[src/sv/hbac_pkg.sv]
package hbac_pkg;

  localparam int unsigned CAP_W  = 48;
  localparam int unsigned SIZE_W = 40;
  localparam int unsigned HOUT_W = 10;

  localparam logic [CAP_W-1:0] CAP_MAX       = '1;
  localparam logic [CAP_W-1:0] INIT_CAP_RST  = 48'd1048576;
  localparam logic [CAP_W-1:0] GROW_STEP_RST = 48'd274877906944;

  typedef enum logic [1:0] {
    OP_ALLOC  = 2'd0,
    OP_FREE   = 2'd1,
    OP_LOOKUP = 2'd2,
    OP_ALIAS  = 2'd3
  } op_t;

  typedef enum logic [1:0] {
    ST_OK      = 2'd0,
    ST_FULL    = 2'd1,
    ST_UNALLOC = 2'd2,
    ST_RSVD    = 2'd3
  } status_t;

  typedef enum logic [1:0] {
    REG_INIT_CAP  = 2'd0,
    REG_GROW_STEP = 2'd1,
    REG_RSVD_2    = 2'd2,
    REG_RSVD_3    = 2'd3
  } reg_idx_t;

  typedef struct packed {
    logic              off_we;
    logic              size_we;
    logic [CAP_W-1:0]  off;
    logic [SIZE_W-1:0] size;
  } tbl_wr_t;

  function automatic logic [CAP_W-1:0] sat49(input logic [CAP_W:0] x);
    return x[CAP_W] ? CAP_MAX : x[CAP_W-1:0];
  endfunction

  function automatic logic [CAP_W-1:0] grow_once(input logic [CAP_W-1:0] cap,
                                                 input logic [CAP_W-1:0] s);
    logic [CAP_W:0] sum;
    logic [CAP_W:0] dbl;
    sum = {1'b0, cap} + {1'b0, s};
    dbl = {cap, 1'b0};
    if (cap > s) begin
      return sat49(sum);
    end else if (cap == '0) begin
      return 48'd1;
    end
    return sat49(dbl);
  endfunction

endpackage

[src/sv/hbac_remu.sv]
module hbac_remu (
  input  logic                       clk,
  input  logic                       rst,
  input  logic                       start,
  input  logic [hbac_pkg::CAP_W-1:0] dividend,
  input  logic [hbac_pkg::CAP_W-1:0] divisor,
  output logic                       done,
  output logic [hbac_pkg::CAP_W-1:0] rem
);
  import hbac_pkg::*;

  localparam int unsigned CW = $clog2(CAP_W);

  logic             active;
  logic [CW-1:0]    cnt;
  logic [CAP_W-1:0] dvd;
  logic [CAP_W-1:0] dsr;
  logic [CAP_W:0]   trial;

  assign trial = {rem, dvd[CAP_W-1]};

  always_ff @(posedge clk) begin
    if (rst) begin
      active <= 1'b0;
      done   <= 1'b0;
      cnt    <= '0;
    end else begin
      done <= 1'b0;
      if (start) begin
        active <= 1'b1;
        cnt    <= '0;
        dvd    <= dividend;
        dsr    <= divisor;
        rem    <= '0;
      end else if (active) begin
        if (trial >= {1'b0, dsr}) begin
          rem <= CAP_W'(trial - {1'b0, dsr});
        end else begin
          rem <= trial[CAP_W-1:0];
        end
        dvd <= {dvd[CAP_W-2:0], 1'b0};
        cnt <= cnt + 1'b1;
        if (cnt == CW'(CAP_W - 1)) begin
          active <= 1'b0;
          done   <= 1'b1;
        end
      end
    end
  end
endmodule

[config.mk]
export PLATFORM = sky130hd
export DESIGN_NAME = hbac_remu
export DESIGN_NICKNAME = d
export VERILOG_FILES = /design/src/sv/hbac_pkg.sv /design/src/sv/hbac_remu.sv
export SDC_FILE = /design/constraint.sdc
export NUM_CORES = 1
export LEC_CHECK = 0
export BUFFER_PORTS_ARGS = -buffer_cell sky130_fd_sc_hd__buf_4
export CORE_MARGIN = 2
export CORE_UTILIZATION = 62
export CTS_CLUSTER_DIAMETER = 50
export CTS_CLUSTER_SIZE = 8
export DETAILED_ROUTE_END_ITERATION = 10
export PLACE_DENSITY = 0.88
export SYNTH_ARGS = -nofsm -noshare
export SYNTH_HDL_FRONTEND = slang
export SYNTH_SLANG_ARGS = --single-unit
[constraint.sdc]
create_clock -name clk -period 7.86 [get_ports clk]
set_input_delay 0 -clock clk [delete_from_list [all_inputs] [get_ports clk]]
set_output_delay 0 -clock clk [all_outputs]
set_load 0.02 [all_outputs]
==> flow_metrics.py, run 1 <==
metrics = {
    "status": {
        "status": "complete, no violations",
    },
    "place": {
        "port_buffers": 147,
        "dp_hpwl_mm": 15.05,
        "place.gp.congestion": 0.9367,
    },
    "worst_setup_path": {
        "critPathLaunchType": "flop",
        "endpoint_kind": "flop",
        "criticalPathCategory": "reg2reg",
        "worstPathCellList": "ha_1 > a21o_1 > a21oi_1 > o21ai_1 > a31oi_1 > a2111oi_2 > o211a_4 > a311oi_4 > buf_4 > nand2_1 > a21oi_1",
        "slowest_stage": "a311oi_4",
        "crit_fanout": 33,
        "critPathMaxStageDelay_ns": 0.68,
        "critPathMostFrequentCell": "a21oi_1",
        "cp_data_arrival_time_ns": 4.76,
        "cp.required_ns": 8.11,
    },
    "sta": {
        "worstMarginPinSlew_ns": 0.9685,
        "relSlewSlack": 0.3544,
        "drv_slew": 0,
        "fin_setup_tns_ns": 0,
        "setup_viol": 0,
        "max_freq_mhz": 221.6,
        "min_period_ns": 4.512,
        "period_share": 0.5741,
        "rsz0062_at_grt": "no",
        "finClkSkew_ns": 0.01464,
        "hold_viol": 0,
    },
    "cells_and_area": {
        "multi_input_area_um2": 4094,
        "seqCellArea_um2": 4484,
        "fillers": 732,
        "num_antenna_cells": 0,
        "syn2layout_area_growth_pct": 30.22,
        "drive_gt1_frac": 0.2205,
        "fin_nets": 1238,
        "fin_util": 0.8331,
    },
    "floorplan": {
        "die_h_um": 124.4,
        "dieArea_um2": 15470,
        "dieWidth_um": 124.4,
        "io_pins": 148,
        "start_util": 0.6398,
        "rows": 43,
        "core_area_um2": 14040,
    },
    "grt": {
        "grt_use_met1": 0.4187,
        "antenna_found_initial": 0,
        "grt_pass1_vias": 7976,
        "grt.met2_usage": 0.5789,
        "met3_usage": 0.08033,
        "grt_overflow": 0,
        "top_usage_layer": "met2",
        "grt_pass1_wl_mm": 41.86,
        "grt_max_degree": 54,
        "grt.total_usage": 0.3408,
    },
    "synthesis": {
        "syn_nets": 1007,
        "synth_edf_count": 144,
        "ys_types": 64,
        "synth_ff_type": "edfxtp_1",
        "yosys_warnings": 0,
        "syn_inst": 858,
        "ys_ff_latch": 152,
        "synth-async-reset-ratio": 0,
        "ys_seq_area_frac": 0.4992,
        "synthesis.area_um2": 8984,
        "syn_area_per_cell_um2": 10.47,
    },
    "run": {
        "drv_cap": 0,
    },
    "clock_tree": {
        "cts_num_sinks": 152,
        "clkLatencyLatePin_ns": 0.44,
        "cts_root_buf": "clkbuf_16",
        "clkTransAtPathRegs_ns": 0.07,
        "h-tree-depth": 4,
        "ctsLongestPathBuffers": 2,
        "cts_buffers": 17,
        "cts_tree": "yes",
        "cts-resized-gates": 0,
    },
    "route": {
        "ant_nets": 0,
        "drtIter0Drc": 895,
        "vias_per_cell": 6.158,
        "dr.pass1.iters": 7,
        "drc": 0,
        "routedWlPerCell_um": 20.32,
        "num_vias": 7894,
        "wirelength_mm": 26.06,
    },
    "pwr": {
        "leakagePower_nw": 4.840,
        "p_switching_w": 0.0008563,
        "combPwrFrac": 0.291,
        "power.density_cell_area_nw_per_um2": 218.5,
        "p_int_w": 0.001700,
        "pwr-share-seq": 0.396,
        "p_clk_frac": 0.314,
        "vdd_ir_drop_max_mv": 0.1825,
        "p_sw_frac": 0.3350,
    },
    "worst_hold_path": {
        "hold_class": "in2reg",
    },
}
-- synthesized netlist by cell type, types with 15 or more instances --
library cell,n,share of area
a21oi_1,95,0.053
clkbuf_1,19,0.0079
nand2_1,119,0.050
o21ai_0,32,0.018
inv_1,60,0.025
nor2_1,44,0.018
nand4_1,17,0.012
nand3_1,19,0.011
edfxtp_1,144,0.48
xnor2_1,19,0.019
xor2_1,18,0.018
a211oi_1,15,0.013
mux2_2,47,0.059
ha_1,49,0.068
a21o_1,23,0.019
-- cells by family after synthesis --
logic type | synth area share
AO/OA/AOI/OAI | 0.1634
XOR/XNOR | 0.03607
adder cells (fa/ha/maj) | 0.07047
buffers and inverters | 0.04680
flip-flops | 0.4992
multiplexers | 0.06226
AND/OR/NAND/NOR | 0.1219
-- power groups by stage --
stage | registers (W) | clock network [W] | logic, W
6_report | 0.00101 | 0.000802 | 0.000743
5_1_grt | 0.00102 | 0.000841 | 0.000804
4_1_cts | 0.00101 | 0.000799 | 0.000712
3_5_place_dp | 0.00102 | 0 | 0.000668
3_3_place_gp | 0.00102 | 0 | 0.000655
2_1_floorplan | 0.00105 | 0 | 0.000456
-- flip-flops by register name (all words and copies together) (netlist names) --
register  flops
dsr          48
dvd          48
rem          48
cnt           6
active        1
done          1
-- routing by layer --
metal | up-vias | part of all wire
met4 | 0 | 0.042
met2 | 466 | 0.49
met5 | - | 0
met1 | 3718 | 0.39
met3 | 88 | 0.080
li1 | 3622 | -
-- cells in the final DEF (no fill, tap or decap), types with 5 or more instances in the layout --
cell and n:
buf_4 152, edfxtp_1 144, nand2_1 119, dlygate4sd3_1 97
a21oi_1 95, inv_1 60, ha_1 49, mux2_2 47
nor2_1 42, o21ai_0 32, a21o_1 23, nand3_1 19
xnor2_1 19, xor2_1 18, nand4_1 17, clkbuf_16 17
a211oi_1 15, nor3_1 13, o21bai_1 9, dfxtp_1 8
and2_1 7, a211o_1 5, a31oi_1 5, and3_1 5
o211ai_1 5, inv_6 5
-- cell type report --
| class | count | area share |
|---|---|---|
| Clock inverter | 15 | 0.01134 |
| Inverter | 60 | 0.01925 |
| Sequential cell | 152 | 0.3833 |
| Timing Repair Buffer | 249 | 0.1805 |
| Clock buffer | 17 | 0.03636 |
| Tap cell | 180 | 0.01925 |
| Multi-Input combinational cell | 609 | 0.3499 |
-- metrics by stage --
stage | instances | instance area, um^2 | hold WS, ns | total power (W) | worst slack, ns
after global routing | 1282 | 11700 | 0.1298 | 0.002663 | 3.245
after global placement | 1153 | 10170 | 0.1784 | 0.001675 | 3.855
final | 1282 | 11700 | 0.1454 | 0.002556 | 3.348
after CTS | 1282 | 11700 | 0.1253 | 0.002519 | 3.660
after floorplan | 858 | 8984 | 0.07276 | 0.001507 | 2.618
after detailed placement | 1153 | 10170 | 0.1793 | 0.001692 | 3.714
-- final timing paths --
kind | startpoint | cells past startpoint | slack, ns | end
worst max-delay path | rem[2] | 11 | 3.35 | rem[3]
worst min-delay path | start | 2 | 0.15 | rem[6]
worst max register to register | rem[2] | 11 | 3.35 | rem[3]
worst min register to register | cnt[5] | 2 | 0.50 | cnt[5]
-- worst max-delay path: cells and delay by family (launching register included) --
kind | cells | cell delay, ns
DFF | 1 | 0.44
adders and majority gates | 1 | 0.42
AOI/OAI and AO/OA | 8 | 2.80
buffers and inverters | 1 | 0.48
and+or+nand+nor | 1 | 0.15
-- what timing repair did --
action	4_1_cts	5_1_grt
hold buffers	97	0
endpoints found under the setup margin	0	0
endpoints found under the hold margin	104	0
setup buffers	0	0
Power figures use the tool's default switching activity.
==> run 2, diff against run 1 <==
--- a/config.mk
+++ b/config.mk
@@ -5,13 +5,14 @@
 export SDC_FILE = /design/constraint.sdc
 export NUM_CORES = 1
 export LEC_CHECK = 0
+export ABC_AREA = 1
 export BUFFER_PORTS_ARGS = -buffer_cell sky130_fd_sc_hd__buf_4
 export CORE_MARGIN = 2
-export CORE_UTILIZATION = 62
+export CORE_UTILIZATION = 59
 export CTS_CLUSTER_DIAMETER = 50
 export CTS_CLUSTER_SIZE = 8
 export DETAILED_ROUTE_END_ITERATION = 10
-export PLACE_DENSITY = 0.88
+export PLACE_DENSITY = 0.82
 export SYNTH_ARGS = -nofsm -noshare
 export SYNTH_HDL_FRONTEND = slang
 export SYNTH_SLANG_ARGS = --single-unit
==> constraint.sdc (replaced) <==
create_clock -name clk -period 4.7 [get_ports clk]
set_input_delay 0 -clock clk [delete_from_list [all_inputs] [get_ports clk]]
set_output_delay 0 -clock clk [all_outputs]
set_load 0.02 [all_outputs]
==> run 2 against run 1 <==
Sequential cell count is the same; sequential share of layout area shrank 6.0 points; final area grew 19%; synthesized area grew 22%; clock power grew 83%; core utilization shrank 6.7 points.
==> flow_metrics.py, run 2 <==
metrics = {
    "sta": {
        "setup_ws_ns": 1.262,
        "period_share": 0.7315,
        "max_freq_mhz": 290.9,
        "setup_viol": 0,
        "finClkSkew_ns": 0.01797,
        "fin_setup_tns_ns": 0,
        "rsz0062_at_grt": "no",
        "relSlewSlack": 0.2910,
        "min_period_ns": 3.438,
        "hold_viol": 0,
        "worstMarginPinSlew_ns": 1.061,
        "drv_slew": 0,
    },
    "clock_tree": {
        "cts_root_buf": "clkbuf_16",
        "cts-resized-gates": 0,
        "cts_tree": "yes",
        "cts_num_sinks": 152,
        "cts_buffers": 17,
        "clkLatencyLatePin_ns": 0.45,
        "ctsLongestPathBuffers": 2,
        "clkTransAtPathRegs_ns": 0.08,
        "cts-hold-fix-buffers": 97,
        "h-tree-depth": 4,
        "cts_setup_buffers": 0,
    },
    "worst_setup_path": {
        "crit_fanout": 31,
        "path_delay_family": "simple AND/OR/NAND/NOR gates",
        "cp_num_cells": 14,
        "cp.required_ns": 4.89,
        "criticalPathCategory": "reg2reg",
        "critPathMaxStageDelay_ns": 0.83,
        "r2r-start": "rem[3]",
        "cp_data_arrival_time_ns": 3.62,
        "endpoint": "rem[23]",
        "critPathLaunchType": "flop",
        "worst-path-buf-inv": 3,
        "reg2reg_slack_ns": 1.26,
        "ff2ff_path_depth": 14,
        "slowest_stage": "nor2_4",
        "reg2reg_to": "rem[23]",
        "critPathLaunch": "rem[3]",
        "endpoint_kind": "flop",
        "worstPathCellList": "ha_1 > nand2_1 > nor2_1 > inv_1 > nor2_1 > nand2_2 > clkinv_1 > nand2_1 > nand3_2 > nor2_4 > buf_4 > nand3b_1 > nand2_1 > nor2_1",
    },
    "floorplan": {
        "core_area_um2": 18090,
        "start_util": 0.6070,
        "rows": 49,
        "dieWidth_um": 140.4,
        "dieArea_um2": 19710,
        "io_pins": 148,
        "die_h_um": 140.4,
    },
    "synthesis": {
        "netlist.area_leader.share": 0.3939,
        "synth_edf_count": 144,
        "synth_area_leaders": "edfxtp_1, nand2_1, inv_1",
        "synth_top_area_cell": "edfxtp_1",
        "synth-async-reset-ratio": 0,
        "synth_ff_type": "edfxtp_1",
        "synthesis.area_um2": 10980,
        "yosys_warnings": 0,
        "ys_seq_area_frac": 0.4085,
        "yosysMostFrequentCell": "nand2_1",
        "syn_inst": 1583,
        "syn_nets": 1732,
        "ys_types": 34,
        "syn_area_per_cell_um2": 6.935,
        "ys_top_cells_by_count": "nand2_1, inv_1, nor2_1, edfxtp_1",
        "ys_ff_latch": 152,
    },
    "grt": {
        "antenna_found_initial": 1,
        "grt_max_degree": 90,
        "grt_pass1_wl_mm": 57.42,
        "grt_pass1_vias": 11040,
        "grt_overflow": 0,
        "grt.total_usage": 0.3795,
    },
    "pwr": {
        "vdd_ir_drop_max_mv": 0.2445,
        "leakagePower_nw": 7.310,
        "power.density_cell_area_nw_per_um2": 333.7,
    },
    "cells_and_area": {
        "reg_top3": "dsr: 48 flops, dvd: 48 flops, rem: 48 flops",
        "multi_input_area_um2": 5175,
        "final_cell_mix": "nand2_1, inv_1, nor2_1, buf_4, edfxtp_1",
        "syn2layout_area_growth_pct": 26.29,
        "final_cells": 2066,
        "drive_gt1_frac": 0.1340,
        "seqCellArea_um2": 4484,
        "fin_nets": 1972,
        "fillers": 1241,
        "layout_commonest_cell": "nand2_1",
    },
    "route": {
        "ant_nets": 0,
        "routedWlPerCell_um": 17.96,
        "wirelength_mm": 37.10,
        "drtIter0Drc": 1093,
        "drc": 0,
        "dr.pass1.iters": 8,
        "vias_per_cell": 5.442,
        "num_vias": 11240,
    },
    "place": {
        "port_buffers": 147,
        "place_ws_ns": 1.419,
        "dp_hpwl_mm": 23.40,
        "place.gp.congestion": 1.003,
        "dp.cells": 1936,
    },
    "run": {
        "drv_cap": 0,
    },
    "worst_hold_path": {
        "hold_class": "in2reg",
    },
    "status": {
        "status": "complete, no violations",
    },
}
==> run 2: cell count changes in the layout (fill, tap and decap cells not counted), moves of 30 or more <==
cell,before,now
inv_1,60,305
nand3b_1,1,37
nand2_1,119,634
mux2_2,47,0
nand3_1,19,49
a21oi_1,95,33
nor2_1,42,177
==> run 2: report_power, final <==
group	switching (W)	total (W)	leakage (nW)	internal, W
Clock	0.000705	0.00147	0.292	0.000765
Sequential	0.0000610	0.00168	1.45	0.00162
Combinational	0.000948	0.00148	5.57	0.000527
==> run 2: area by class of cell <==
class / instances / share of cell area
Antenna cell: 1 / 0.0001805
Clock inverter: 15 / 0.01272
Inverter: 316 / 0.08564
Clock buffer: 17 / 0.03068
Sequential cell: 152 / 0.3234
Multi-Input combinational cell: 1085 / 0.3733
Timing Repair Buffer: 251 / 0.1534
Tap cell: 229 / 0.02067
==> run 2: per-layer routing <==
metal	vias to the layer above	part of all wire	global-route usage
li1	5300	-	-
met1	5131	0.39	0.4695
met2	694	0.48	0.6483
met3	118	0.090	0.07214
met4	0	0.042	0.1685
met5	-	0	0
==> run 2: cells by family (layout without fill, tap and decap cells) <==
logic type,count (synthesis),after routing,share of synthesized area
xor+xnor,23,23,0.01835
simple gates,968,968,0.3714
fa+ha+maj,50,50,0.05767
other cells,0,1,0
flops,152,152,0.4085
buf+inv,346,599,0.1223
compound gates,44,44,0.02177
==> run 2: through the flow <==
stage                     power [W]    util  hold slack (ns)  cell area, um^2
after detailed placement   0.003031  0.6795           0.1792            12290
after CTS                  0.004526  0.7664           0.1042            13860
after global routing       0.004805  0.7666           0.1861            13860
after global placement     0.003006  0.6795           0.1780            12290
after floorplan            0.002623       -          0.07708            10980
final                      0.004626  0.7666           0.1548            13860
==> run 2: worst min path at each step <==
stage / start / to / slack, ns / cells past startpoint
floorplan: rst / done / 0.08 / 1
global placement: divisor[40] / dsr[40] / 0.18 / 1
detailed placement: divisor[13] / dsr[13] / 0.18 / 1
CTS: start / done / 0.10 / 2
global route: start / dvd[0] / 0.19 / 3
finish: start / dvd[0] / 0.15 / 3
==> run 2: tightest hold or removal path: stages <==
cell,delay [ns]
buf_4,0.28
nand2_1,0.12
inv_1,0.04
==> run 3, diff against run 2 <==
--- a/config.mk
+++ b/config.mk
@@ -8,11 +8,11 @@
 export ABC_AREA = 1
 export BUFFER_PORTS_ARGS = -buffer_cell sky130_fd_sc_hd__buf_4
 export CORE_MARGIN = 2
-export CORE_UTILIZATION = 59
+export CORE_UTILIZATION = 53
 export CTS_CLUSTER_DIAMETER = 50
 export CTS_CLUSTER_SIZE = 8
 export DETAILED_ROUTE_END_ITERATION = 10
-export PLACE_DENSITY = 0.82
+export PLACE_DENSITY = 0.78
 export SYNTH_ARGS = -nofsm -noshare
 export SYNTH_HDL_FRONTEND = slang
 export SYNTH_SLANG_ARGS = --single-unit
==> constraint.sdc (replaced) <==
create_clock -name clk -period 2.9 [get_ports clk]
set_input_delay 0 -clock clk [delete_from_list [all_inputs] [get_ports clk]]
set_output_delay 0 -clock clk [all_outputs]
set_load 0.02 [all_outputs]
==> run 3 against run 2 <==
Worst hold slack got worse by 0.012 ns; die area increased by 11%; critical path type unchanged; largest cell class unchanged; final cell count increased by 2.9%; global-route usage decreased by 7.4 points.
==> flow_metrics.py, run 3 (synthesis gave the netlist of run 2 again) <==
metrics = {
    "floorplan": {
        "start_util": 0.5408,
        "core_area_um2": 20300,
        "io_pins": 148,
        "die_h_um": 147.9,
        "dieArea_um2": 21880,
        "dieWidth_um": 147.9,
        "rows": 52,
    },
    "sta": {
        "rsz0062_at_grt": "no",
        "setup_viol": 0,
        "hold_viol": 0,
        "drv_slew": 0,
        "worstMarginPinSlew_ns": 0.5500,
        "period_share": 0.9232,
        "fin_setup_tns_ns": 0,
        "relSlewSlack": 0.6333,
        "max_freq_mhz": 373.5,
        "finClkSkew_ns": 0.02098,
        "min_period_ns": 2.677,
    },
    "worst_setup_path": {
        "path_delay_family": "simple AND/OR/NAND/NOR gates",
        "worstPathCellList": "ha_1 > nand2_1 > nor2_1 > nand2_1 > nor2_1 > nand2_2 > nor2_1 > nor2_1 > nand3_1 > nor2_4 > buf_4 > nor2_1 > nor2_1",
        "cp.required_ns": 3.08,
        "critPathLaunch": "rem[41]",
        "critPathLaunchType": "flop",
        "criticalPathCategory": "reg2reg",
        "cp_data_arrival_time_ns": 2.86,
        "critPathMostFrequentCell": "nor2_1",
        "crit_fanout": 9,
        "r2r-start": "rem[41]",
        "critPathMaxStageDelay_ns": 0.43,
        "slowest_stage": "edfxtp_1",
        "worst-path-buf-inv": 1,
        "reg2reg_slack_ns": 0.22,
        "endpoint_kind": "flop",
    },
    "route": {
        "vias_per_cell": 5.031,
        "dr.pass1.iters": 6,
        "drtIter0Drc": 758,
        "routedWlPerCell_um": 15.57,
        "drc": 0,
        "wirelength_mm": 33.09,
        "ant_nets": 0,
        "num_vias": 10690,
    },
    "cells_and_area": {
        "num_antenna_cells": 0,
        "fin_util": 0.6958,
        "final_cell_mix": "nand2_1, inv_1, nor2_1, buf_4, edfxtp_1",
        "drive_gt1_frac": 0.1434,
        "finalInstanceArea_um2": 14120,
        "reg_top3": "dsr: 48 flops, dvd: 48 flops, rem: 48 flops",
        "layout_commonest_cell": "nand2_1",
        "final_cells": 2125,
        "fin_nets": 1991,
        "syn2layout_area_growth_pct": 28.65,
    },
    "pwr": {
        "leakagePower_nw": 7.425,
        "p_sw_frac": 0.3664,
        "p_clk_frac": 0.314,
        "power.density_cell_area_nw_per_um2": 525.0,
        "vdd_ir_drop_max_mv": 0.4013,
        "pwr-share-seq": 0.365,
        "combPwrFrac": 0.321,
        "p_switching_w": 0.002717,
        "p_int_w": 0.004698,
    },
    "place": {
        "place.gp.congestion": 0.9876,
        "port_buffers": 147,
        "dp_hpwl_mm": 23.35,
        "dp.cells": 1994,
        "dpl-instance-area_um2": 12490,
    },
    "clock_tree": {
        "h-tree-depth": 4,
        "cts_num_sinks": 152,
        "clkLatencyLatePin_ns": 0.44,
        "clkTransAtPathRegs_ns": 0.07,
        "cts_buffers": 17,
        "cts_tree": "yes",
        "ctsLongestPathBuffers": 2,
        "cts_root_buf": "clkbuf_16",
    },
    "grt": {
        "grt_pass1_vias": 10370,
        "grt_overflow": 0,
        "grt_pass1_wl_mm": 52.17,
        "grt_max_degree": 68,
        "antenna_found_initial": 0,
        "grt.total_usage": 0.3057,
    },
    "worst_hold_path": {
        "worstHoldStart": "start",
        "hold_class": "in2reg",
    },
    "status": {
        "status": "complete, no violations",
    },
    "run": {
        "drv_cap": 0,
    },
}
==> run 3: cell types whose count changed in the layout (fill, tap and decap cells not counted), moves of 2 or more <==
cell | before | now
inv_6 | 3 | 0
buf_4 | 154 | 169
clkinv_8 | 2 | 7
clkinv_4 | 0 | 3
clkinvlp_4 | 2 | 0
buf_12 | 0 | 2
==> run 3: power groups by stage <==
stage	clock (W)	sequential (W)	combinational, W
final	0.00233	0.00271	0.00238
after global routing	0.00242	0.00273	0.00264
after CTS	0.00235	0.00270	0.00233
after detailed placement	0	0.00275	0.00220
after global placement	0	0.00274	0.00217
after floorplan	0	0.00282	0.00142
==> run 3: path summary, 6_finish.rpt <==
path                            cells after the start       to
worst max-delay path                               13  rem[42]
worst min-delay path                                3   dvd[0]
worst max register to register                     13  rem[42]
worst min register to register                      1   cnt[5]
==> run 3: cell type report <==
type	instances	area, um^2
multi-input cells	1085	5187
repair buffers	270	2305
clock inverters	15	196.4
inverters	316	1187
flip-flops and latches	152	4484
fillers	1653	6176
well taps	270	337.8
clock buffers	17	425.4
==> run 3: timing repair <==
| action | in CTS | in global routing |
|---|---|---|
| pin swaps | 0 | 1 |
| buffers inserted | 0 | 2 |
| endpoints found under the hold margin | 103 | 0 |
| endpoints found under the setup margin | 33 | 27 |
| hold buffers | 97 | 0 |
| gates resized for setup | 2 | 4 |
==> run 3: stage by stage <==
stage	worst slack (ns)	total power, W	hold slack [ns]
floorplan	0.3287	0.004249	0.07708
global placement	-0.005306	0.004917	0.1778
detailed placement	-0.07784	0.004954	0.1792
CTS	0.1346	0.007380	0.1093
global route	0.04391	0.007791	0.1807
finish	0.2227	0.007415	0.1429
==> run 3: routing by layer <==
layer / global-route usage / routed length [um] / vias to the layer above / share of wire
met2: 0.5307 / 16090 / 442 / 0.49
met3: 0.04784 / 2339 / 62 / 0.071
met5: 0 / 0 / - / 0
met4: 0.09333 / 827 / 0 / 0.025
met1: 0.3951 / 13840 / 4858 / 0.42
li1: - / - / 5329 / -
==> run 3: worst register-to-register path: cells and delay by family, from the launching register on <==
family	cells	cell delay, ns
flip-flops	1	0.43
buffers and inverters	1	0.17
AND/OR/NAND/NOR	11	1.40
adder cells (fa/ha/maj)	1	0.42
